File: src/hdl/cfr_pkg.sv
// Shared constants, codes and types for the clock frame replacement unit.
package cfr_pkg;

  localparam int FRAMES   = 64;
  localparam int TAG_BITS = 20;
  localparam int FRAME_W  = (FRAMES > 1) ? $clog2(FRAMES) : 1;

  localparam int FUNC_W   = 2;
  localparam int INDEX_W  = 6;
  localparam int PTAG_W   = 20;
  localparam int STATUS_W = 2;

  typedef logic [FUNC_W-1:0]   func_t;
  typedef logic [STATUS_W-1:0] status_t;
  typedef logic [FRAME_W-1:0]  frame_t;
  typedef logic [TAG_BITS-1:0] tag_t;

  localparam func_t FUNC_ALLOC = 2'd0;
  localparam func_t FUNC_FREE  = 2'd1;
  localparam func_t FUNC_TOUCH = 2'd2;

  localparam status_t ST_OK        = 2'd0;
  localparam status_t ST_NOT_USER  = 2'd1;
  localparam status_t ST_NOT_VALID = 2'd2;

endpackage

File: src/hdl/cfr_req_if.sv
// Request channel: one frame table operation per transfer.
interface cfr_req_if;
  logic                       valid;
  logic                       ready;
  logic [cfr_pkg::FUNC_W-1:0]  func;
  logic [cfr_pkg::INDEX_W-1:0] frame_index;
  logic [cfr_pkg::PTAG_W-1:0]  page_tag;
  logic                       user_pool;
  logic                       is_anon;
  logic                       is_write;

  modport source (output valid, func, frame_index, page_tag, user_pool, is_anon, is_write,
                  input ready);
  modport sink   (input valid, func, frame_index, page_tag, user_pool, is_anon, is_write,
                  output ready);
endinterface

File: src/hdl/cfr_rsp_if.sv
// Response channel: one result per request transfer.
interface cfr_rsp_if;
  logic                        valid;
  logic                        ready;
  logic [cfr_pkg::STATUS_W-1:0] status;
  logic [cfr_pkg::INDEX_W-1:0]  granted_frame;
  logic                        evicted;
  logic [cfr_pkg::PTAG_W-1:0]   victim_tag;
  logic                        victim_swap;

  modport source (output valid, status, granted_frame, evicted, victim_tag, victim_swap,
                  input ready);
  modport sink   (input valid, status, granted_frame, evicted, victim_tag, victim_swap,
                  output ready);
endinterface

File: src/hdl/clock_frame_replacement_unit.sv
// Clock (second-chance) page frame replacement: frame table, sequencer and result register.
// Free, touch, non-user and unused requests pass from the decode state straight to the finish state.
// Allocate into a free frame: valid bits are scanned from frame 0 upward, one frame tested per cycle.
// Allocate with eviction: with no free frame, the hand walks 1..FRAMES+1 frames, clearing accessed bits.
// One request at a time; the next is taken once the previous result sits in the output register.
// Reset (rst, synchronous) clears all valid and mark bits and the hand; owner tags stay as is.
module clock_frame_replacement_unit (
  input  logic          clk,
  input  logic          rst,
  cfr_req_if.sink       req,
  cfr_rsp_if.source     rsp
);

  localparam int FRAMES_C = cfr_pkg::FRAMES;

  typedef enum logic [2:0] {
    S_IDLE,
    S_DECODE,
    S_SCAN,
    S_WALK,
    S_VICTIM,
    S_FINISH
  } state_t;

  state_t                 state;
  logic [FRAMES_C-1:0]    frame_valid;
  logic [FRAMES_C-1:0]    frame_accessed;
  logic [FRAMES_C-1:0]    frame_dirty;
  logic [FRAMES_C-1:0]    frame_anon;
  cfr_pkg::tag_t          frame_owner [FRAMES_C];
  cfr_pkg::tag_t          owner_q;
  cfr_pkg::frame_t        clock_hand;
  cfr_pkg::frame_t        cursor;
  cfr_pkg::frame_t        cursor_next;

  cfr_pkg::func_t         req_func;
  cfr_pkg::frame_t        req_frame;
  logic                   req_in_range;
  cfr_pkg::tag_t          req_tag;
  logic                   req_user;
  logic                   req_anon;
  logic                   req_write;

  cfr_pkg::status_t       res_status;
  cfr_pkg::frame_t        res_granted;
  logic                   res_evicted;
  cfr_pkg::tag_t          res_vtag;
  logic                   res_vswap;

  logic                   rsp_valid;
  logic                   owner_we;
  logic                   req_fire;

  assign req.ready = (state == S_IDLE);
  assign req_fire  = req.valid && req.ready;
  assign rsp.valid = rsp_valid;

  assign cursor_next = (cursor == cfr_pkg::FRAME_W'(FRAMES_C - 1)) ? '0 : cursor + 1'b1;
  assign owner_we    = ((state == S_SCAN) && !frame_valid[cursor]) || (state == S_VICTIM);

  // Owner tag store: written on install, read at the hand during the walk.
  always_ff @(posedge clk) begin
    if (owner_we) begin
      frame_owner[cursor] <= req_tag;
    end
    owner_q <= frame_owner[cursor];
  end

  always_ff @(posedge clk) begin
    if (rst) begin
      state          <= S_IDLE;
      frame_valid    <= '0;
      frame_accessed <= '0;
      frame_dirty    <= '0;
      frame_anon     <= '0;
      clock_hand     <= '0;
      rsp_valid      <= 1'b0;
    end else begin
      if (rsp.ready && (state != S_FINISH)) begin
        rsp_valid <= 1'b0;
      end
      case (state)
        S_IDLE: begin
          if (req_fire) begin
            req_func     <= req.func;
            req_frame    <= cfr_pkg::FRAME_W'(req.frame_index);
            req_in_range <= (32'(req.frame_index) < FRAMES_C);
            req_tag      <= cfr_pkg::TAG_BITS'(req.page_tag);
            req_user     <= req.user_pool;
            req_anon     <= req.is_anon;
            req_write    <= req.is_write;
            res_status   <= cfr_pkg::ST_OK;
            res_granted  <= '0;
            res_evicted  <= 1'b0;
            res_vtag     <= '0;
            res_vswap    <= 1'b0;
            cursor       <= '0;
            state        <= S_DECODE;
          end
        end
        S_DECODE: begin
          state <= S_FINISH;
          case (req_func)
            cfr_pkg::FUNC_ALLOC: begin
              if (!req_user) begin
                res_status <= cfr_pkg::ST_NOT_USER;
              end else begin
                state <= S_SCAN;
              end
            end
            cfr_pkg::FUNC_FREE: begin
              if (!req_in_range || !frame_valid[req_frame]) begin
                res_status <= cfr_pkg::ST_NOT_VALID;
              end else begin
                frame_valid[req_frame]    <= 1'b0;
                frame_accessed[req_frame] <= 1'b0;
                frame_dirty[req_frame]    <= 1'b0;
                frame_anon[req_frame]     <= 1'b0;
              end
            end
            cfr_pkg::FUNC_TOUCH: begin
              if (!req_in_range || !frame_valid[req_frame]) begin
                res_status <= cfr_pkg::ST_NOT_VALID;
              end else begin
                frame_accessed[req_frame] <= 1'b1;
                if (req_write) begin
                  frame_dirty[req_frame] <= 1'b1;
                end
              end
            end
            default: begin
            end
          endcase
        end
        S_SCAN: begin
          if (!frame_valid[cursor]) begin
            frame_valid[cursor]    <= 1'b1;
            frame_accessed[cursor] <= 1'b0;
            frame_dirty[cursor]    <= 1'b0;
            frame_anon[cursor]     <= req_anon;
            res_granted            <= cursor;
            state                  <= S_FINISH;
          end else if (cursor == cfr_pkg::FRAME_W'(FRAMES_C - 1)) begin
            cursor <= clock_hand;
            state  <= S_WALK;
          end else begin
            cursor <= cursor_next;
          end
        end
        S_WALK: begin
          if (!frame_accessed[cursor]) begin
            state <= S_VICTIM;
          end else begin
            frame_accessed[cursor] <= 1'b0;
            cursor                 <= cursor_next;
          end
        end
        S_VICTIM: begin
          res_evicted            <= 1'b1;
          res_vtag               <= owner_q;
          res_vswap              <= frame_dirty[cursor] | frame_anon[cursor];
          res_granted            <= cursor;
          clock_hand             <= cursor_next;
          frame_valid[cursor]    <= 1'b1;
          frame_accessed[cursor] <= 1'b0;
          frame_dirty[cursor]    <= 1'b0;
          frame_anon[cursor]     <= req_anon;
          state                  <= S_FINISH;
        end
        S_FINISH: begin
          if (!rsp_valid || rsp.ready) begin
            rsp_valid         <= 1'b1;
            rsp.status        <= res_status;
            rsp.granted_frame <= cfr_pkg::INDEX_W'(res_granted);
            rsp.evicted       <= res_evicted;
            rsp.victim_tag    <= cfr_pkg::PTAG_W'(res_vtag);
            rsp.victim_swap   <= res_vswap;
            state             <= S_IDLE;
          end
        end
        default: begin
          state <= S_IDLE;
        end
      endcase
    end
  end

  a_walk_only_when_full: assert property (@(posedge clk) disable iff (rst)
    (state == S_WALK) |-> (&frame_valid))
    else $error("clock walk entered with a free frame");

  a_hand_follows_victim: assert property (@(posedge clk) disable iff (rst)
    (state == S_VICTIM) |=> (clock_hand == $past(cursor_next)))
    else $error("hand not moved past the victim");

  a_granted_is_valid: assert property (@(posedge clk) disable iff (rst)
    ((state == S_FINISH) && (req_func == cfr_pkg::FUNC_ALLOC) &&
     (res_status == cfr_pkg::ST_OK)) |-> frame_valid[res_granted])
    else $error("granted frame not marked valid");

  a_evict_means_ok: assert property (@(posedge clk) disable iff (rst)
    (rsp_valid && rsp.evicted) |-> (rsp.status == cfr_pkg::ST_OK))
    else $error("eviction reported with an error status");

endmodule
File: src/flat_wrapper.sv
// flat-port wrapper written by rule: the top's interface ports become plain ports
module clock_frame_replacement_unit_flat 
  (clk, rst, req_valid, req_func, req_frame_index, req_page_tag, req_user_pool, req_is_anon, req_is_write, req_ready, rsp_valid, rsp_status, rsp_granted_frame, rsp_evicted, rsp_victim_tag, rsp_victim_swap, rsp_ready);
  cfr_req_if req_i ();
  cfr_rsp_if rsp_i ();
  input  logic clk;
  input  logic rst;
  input wire logic [$bits(req_i.valid)-1:0] req_valid;
  input wire logic [$bits(req_i.func)-1:0] req_func;
  input wire logic [$bits(req_i.frame_index)-1:0] req_frame_index;
  input wire logic [$bits(req_i.page_tag)-1:0] req_page_tag;
  input wire logic [$bits(req_i.user_pool)-1:0] req_user_pool;
  input wire logic [$bits(req_i.is_anon)-1:0] req_is_anon;
  input wire logic [$bits(req_i.is_write)-1:0] req_is_write;
  output wire logic [$bits(req_i.ready)-1:0] req_ready;
  output wire logic [$bits(rsp_i.valid)-1:0] rsp_valid;
  output wire logic [$bits(rsp_i.status)-1:0] rsp_status;
  output wire logic [$bits(rsp_i.granted_frame)-1:0] rsp_granted_frame;
  output wire logic [$bits(rsp_i.evicted)-1:0] rsp_evicted;
  output wire logic [$bits(rsp_i.victim_tag)-1:0] rsp_victim_tag;
  output wire logic [$bits(rsp_i.victim_swap)-1:0] rsp_victim_swap;
  input wire logic [$bits(rsp_i.ready)-1:0] rsp_ready;
  assign req_i.valid = req_valid;
  assign req_i.func = req_func;
  assign req_i.frame_index = req_frame_index;
  assign req_i.page_tag = req_page_tag;
  assign req_i.user_pool = req_user_pool;
  assign req_i.is_anon = req_is_anon;
  assign req_i.is_write = req_is_write;
  assign req_ready = req_i.ready;
  assign rsp_valid = rsp_i.valid;
  assign rsp_status = rsp_i.status;
  assign rsp_granted_frame = rsp_i.granted_frame;
  assign rsp_evicted = rsp_i.evicted;
  assign rsp_victim_tag = rsp_i.victim_tag;
  assign rsp_victim_swap = rsp_i.victim_swap;
  assign rsp_i.ready = rsp_ready;
  clock_frame_replacement_unit u_core (.clk(clk), .rst(rst), .req(req_i), .rsp(rsp_i));
endmodule
File: config.mk
export PLATFORM = sky130hd
export DESIGN_NAME = clock_frame_replacement_unit_flat
export DESIGN_NICKNAME = d
export VERILOG_FILES = /design/src/hdl/cfr_pkg.sv /design/src/hdl/cfr_req_if.sv /design/src/hdl/cfr_rsp_if.sv /design/src/hdl/clock_frame_replacement_unit.sv /design/src/flat_wrapper.sv
export SDC_FILE = /design/constraint.sdc
export NUM_CORES = 2
export LEC_CHECK = 0
export BUFFER_PORTS_ARGS = -buffer_cell sky130_fd_sc_hd__buf_2
export CORE_ASPECT_RATIO = 1.25
export CORE_MARGIN = 2
export CORE_UTILIZATION = 50
export CTS_CLUSTER_DIAMETER = 80
export DETAILED_ROUTE_END_ITERATION = 6
export PLACE_DENSITY = 0.66
export SLEW_MARGIN = 20
export SYNTH_ARGS = -nofsm -noshare
export SYNTH_HDL_FRONTEND = slang
export SYNTH_SLANG_ARGS = --single-unit
File: constraint.sdc
create_clock -name clk -period 6.4 [get_ports clk]
set_input_delay 1.28 -clock clk [delete_from_list [all_inputs] [get_ports clk]]
set_output_delay 1.28 -clock clk [all_outputs]
set_load 0.01 [all_outputs]
==> run summary <==
Measured against its own limit, the worst slew margin works out to 18.6%. The number of buffers inserted for hold repair after clock tree synthesis is 0. The height of the chip came out at 410 um. Setup violations remaining at the end of the flow were counted as 0. VDD sags by at most 0.229 mV.

The synthesized design contains 1377 enable-type register cells. After synthesis, the most frequently instantiated cells are sky130_fd_sc_hd__edfxtp_1, sky130_fd_sc_hd__a22oi_1, sky130_fd_sc_hd__nand2_1. For the total CTS buffers, the log shows 160. The kind of start point of the critical path is a flip-flop. The flow ran to the end, but the final reports show violations. The number of antenna violations at the first check in global routing was 7. In this run the worst hold path is classified as flip-flop to flip-flop.

Upper clock frequency limit: 190 MHz. The area share of the largest cell type after synthesis came out at 62.8%. The routed layout has 45900 vias. The first TritonRoute pass finished after 7 iterations. The area added between synthesis and finish is 12.1%, and the number of violations reported at the end of detailed-routing iteration 0 is 6953. The final period utilization is 82.0%.

The clock transition time at the flip-flop clock pins of the worst setup and hold paths was 60 ps. Fraction of the yosys area taken by sequential cells: 71.5%. The logs give 24.9 mW for the total power draw and 5960 ps for the endpoint arrival time on the critical path. In the routed design, unresolved DRC markers number 3. During placement, the flow inserted port buffers numbering 66. The slew at the pin with the worst max-slew slack is 1210 ps, and the first-pass GRT wire length is 314 mm. The checks that failed: design-rule violations. The number of pins exceeding their max-slew limit in the final report is 0.

The sequential cells in the finished layout cover a total of 0.0471 sq mm. Global routing used 32.4% of the available tracks across all layers. Clock period minus final worst setup slack: 5250 ps.

Row generation in the floorplan step produced 148 rows. In this run the standard cell core region covers 0.130 sq mm. Of all nets on the critical path, the largest fanout is 39. Entering global routing, the biggest net connects 86 pins. The number of register bits inferred by synthesis is 1663, and the starting utilization of the core area is 50.5%.

Endpoint type of the worst setup path: a flip-flop. The tools report the synthesized instance count as 4682. The top flip-flop cell by instance count after synthesis was sky130_fd_sc_hd__edfxtp_1. Most instantiated library cell after synthesis: sky130_fd_sc_hd__edfxtp_1.

In this run the remaining antenna-violating nets after routing total 0. The tools report the number of failing hold endpoints at the final stage as 0. The die outline area came out at 0.135 sq mm.

The run gives 0.997 as the global placer's final weighted congestion. The tools report the number of clock sinks as 1663. For this run, the share of the core covered by cells in the final layout is 56.6%.

Summing all multi-input logic gate instances after layout gives 0.0173 sq mm. In this run the critical register-to-register path is launched from u_core.cursor[2]$_SDFFCE_PN0P_. The mean cell area of the mapped netlist works out to 14.1 sq um.

The logs give 1150 ps for the worst reg-to-reg setup slack and 3 for the maximum buffer depth of the clock tree. The filler-free cell count of the finished design came out at 6578. Summed over all failing endpoints, the final setup total negative slack is 0 ps. The total of warnings raised by yosys is 0, and the required time of the critical path is 7110 ps.

After synthesis, the cell types taking the most area are sky130_fd_sc_hd__edfxtp_1, sky130_fd_sc_hd__dfxtp_1, sky130_fd_sc_hd__a22oi_1, sky130_fd_sc_hd__a31oi_1, sky130_fd_sc_hd__nand2_1. The total nets after synthesis came out at 4722. Number of global-route vias before repair: 42800.

Across the run, the number of max-cap violations was 0. Setup repair after global routing left no endpoint under its margin. After detailed routing, the average wire length per cell comes to 33.6 um. The tree is rooted in a sky130_fd_sc_hd__clkbuf_16.

At the end of the flow, the number of nets in the layout was 4754. The total of fill cells in the finished design was 10200; the boundary pin count was 67. The die is 329 um wide. The count of placed standard cells including taps was 6277.

Cells with a size suffix above 1 make up 15.2% of the layout. The share of async-settable or async-resettable flops after synthesis is 0%, and the ratio of total power to cell area is 338 mW/mm^2. For the post-synthesis cell type count, the log shows 79.

The run gives 0 as the count of instances resized after the clock tree is built. Number of vias per cell after detailed routing: 6.98. The final layout contains routed wiring with a total length of 221 mm. After global routing the overflow that remains totals 0. For this design the static power due to leakage is 23.0 nW. Of all cell types, the one taking the most synthesized area is sky130_fd_sc_hd__edfxtp_1.

In this run the post-CTS setup repair buffer count came out at 0. The clock arrives with 35.2 ps of skew. The worst reg-to-reg path cell count is 10, and the detailed placement HPWL is 133 mm.

The type of the worst setup path was flip-flop to flip-flop. The later pin in the worst-skew pair is clocked with a latency of 820 ps. The H-tree depth reported by CTS was 4. TritonCTS built the clock tree. Summing every instance area after synthesis gives 0.0658 sq mm. The worst setup path startpoint was u_core.cursor[2]$_SDFFCE_PN0P_.
## state kept, by name (all words and copies together), names as in the netlist, 20 cells and up, named ones only
register	flops
u_core.frame_owner	1280
u_core.frame_anon	64
u_core.frame_valid	64
u_core.owner_q	20
u_core.req_tag	20
u_core.res_vtag	20
u_core.rsp.victim_tag	20
## per-stage QoR
step,instance area (sq um),hold slack (ps),setup slack (ps)
4_1_cts,73800,420,1260
3_3_place_gp,68700,401,1220
3_5_place_dp,68700,407,1320
6_report,73800,418,1150
5_1_grt,73800,421,1090
2_1_floorplan,65800,400,2000
## cell type report
class / count / share of cell area (%)
well taps: 1725 / 2.92
multi-input cells: 2595 / 23.4
inverters: 29 / 0.148
flip-flops and latches: 1663 / 63.8
clock buffers: 230 / 6.15
repair buffers: 265 / 2.77
diodes: 4 / 0.0136
clock inverters: 67 / 0.778
## kinds of logic after synthesis
kind of cell,Yosys count,synth area share [%]
compound gates,1674,18.5
fa+ha+maj,5,0.0950
xor+xnor,3,0.0399
flops,1663,71.5
simple gates,869,5.98
buf+inv,424,2.76
mux,44,1.10
## metal layers
layer | global-route usage, % | wire length [um]
met4 | 19.2 | 15400
met2 | 49.8 | 101000
met1 | 42.5 | 80000
met3 | 6.94 | 25000
met5 | 0 | 30
## cell usage in the layout, fill, tap and decap left out, types with 25 or more instances in the layout
cell type                   synthesis  routed
sky130_fd_sc_hd__a22oi_1          484     484
sky130_fd_sc_hd__a41oi_1           52      52
sky130_fd_sc_hd__o22ai_1           50      50
sky130_fd_sc_hd__a311oi_2          60      60
sky130_fd_sc_hd__and3_1            27      25
sky130_fd_sc_hd__nor4_1            27      25
sky130_fd_sc_hd__clkbuf_16          0     166
sky130_fd_sc_hd__dfxtp_1          286     286
sky130_fd_sc_hd__nor2_1           224     164
sky130_fd_sc_hd__nand3_1           74      74
sky130_fd_sc_hd__buf_2             71      65
sky130_fd_sc_hd__clkbuf_1         252      48
sky130_fd_sc_hd__a31oi_1          212     212
sky130_fd_sc_hd__a311oi_1          27      27
sky130_fd_sc_hd__o21ai_0          170     170
sky130_fd_sc_hd__a211oi_1          46      46
sky130_fd_sc_hd__a21oi_1          242     241
sky130_fd_sc_hd__a221oi_1         109     109
sky130_fd_sc_hd__buf_4              6     182
sky130_fd_sc_hd__nand4_1           47      47
sky130_fd_sc_hd__o211ai_1          25      25
sky130_fd_sc_hd__nand2_1          353     350
sky130_fd_sc_hd__edfxtp_1        1377    1377
sky130_fd_sc_hd__inv_1             25      25
sky130_fd_sc_hd__nor2_2             0      57
sky130_fd_sc_hd__a22o_1            89      89
## power breakdown
group,switching (mW),total (mW),leakage [nW],internal (mW)
Sequential,0.225,12.3,14.7,12.0
Combinational,2.56,3.38,5.75,0.820
Clock,4.10,9.30,2.49,5.20
Total,6.88,24.9,23.0,18.1
## how the worst min path moves through the flow
stage / cells after the start / end / startpoint
finish: 0 / u_core.rsp.victim_tag[11]$_DFFE_PP_ / u_core.res_vtag[11]$_SDFFCE_PN0P_
global route: 0 / u_core.rsp.victim_tag[18]$_DFFE_PP_ / u_core.res_vtag[18]$_SDFFCE_PN0P_
CTS: 0 / u_core.rsp.granted_frame[4]$_DFFE_PP_ / u_core.res_granted[4]$_SDFFCE_PP0P_
detailed placement: 0 / u_core.rsp.granted_frame[4]$_DFFE_PP_ / u_core.res_granted[4]$_SDFFCE_PP0P_
global placement: 0 / u_core.rsp.victim_tag[16]$_DFFE_PP_ / u_core.res_vtag[16]$_SDFFCE_PN0P_
floorplan: 0 / u_core.rsp.evicted$_DFFE_PP_ / u_core.res_evicted$_DFFE_PP_
## worst max-delay path, cell delays in order (launching register included)
cell and delay [ps]:
sky130_fd_sc_hd__edfxtp_1 1030, sky130_fd_sc_hd__buf_12 310, sky130_fd_sc_hd__nor2b_1 730, sky130_fd_sc_hd__a221oi_1 220, sky130_fd_sc_hd__o21ai_0 480, sky130_fd_sc_hd__a22oi_1 160
sky130_fd_sc_hd__o2111ai_1 330, sky130_fd_sc_hd__a21o_2 690, sky130_fd_sc_hd__buf_4 590, sky130_fd_sc_hd__a31oi_1 210, sky130_fd_sc_hd__a311oi_2 280
Power figures use the tool's default switching activity.
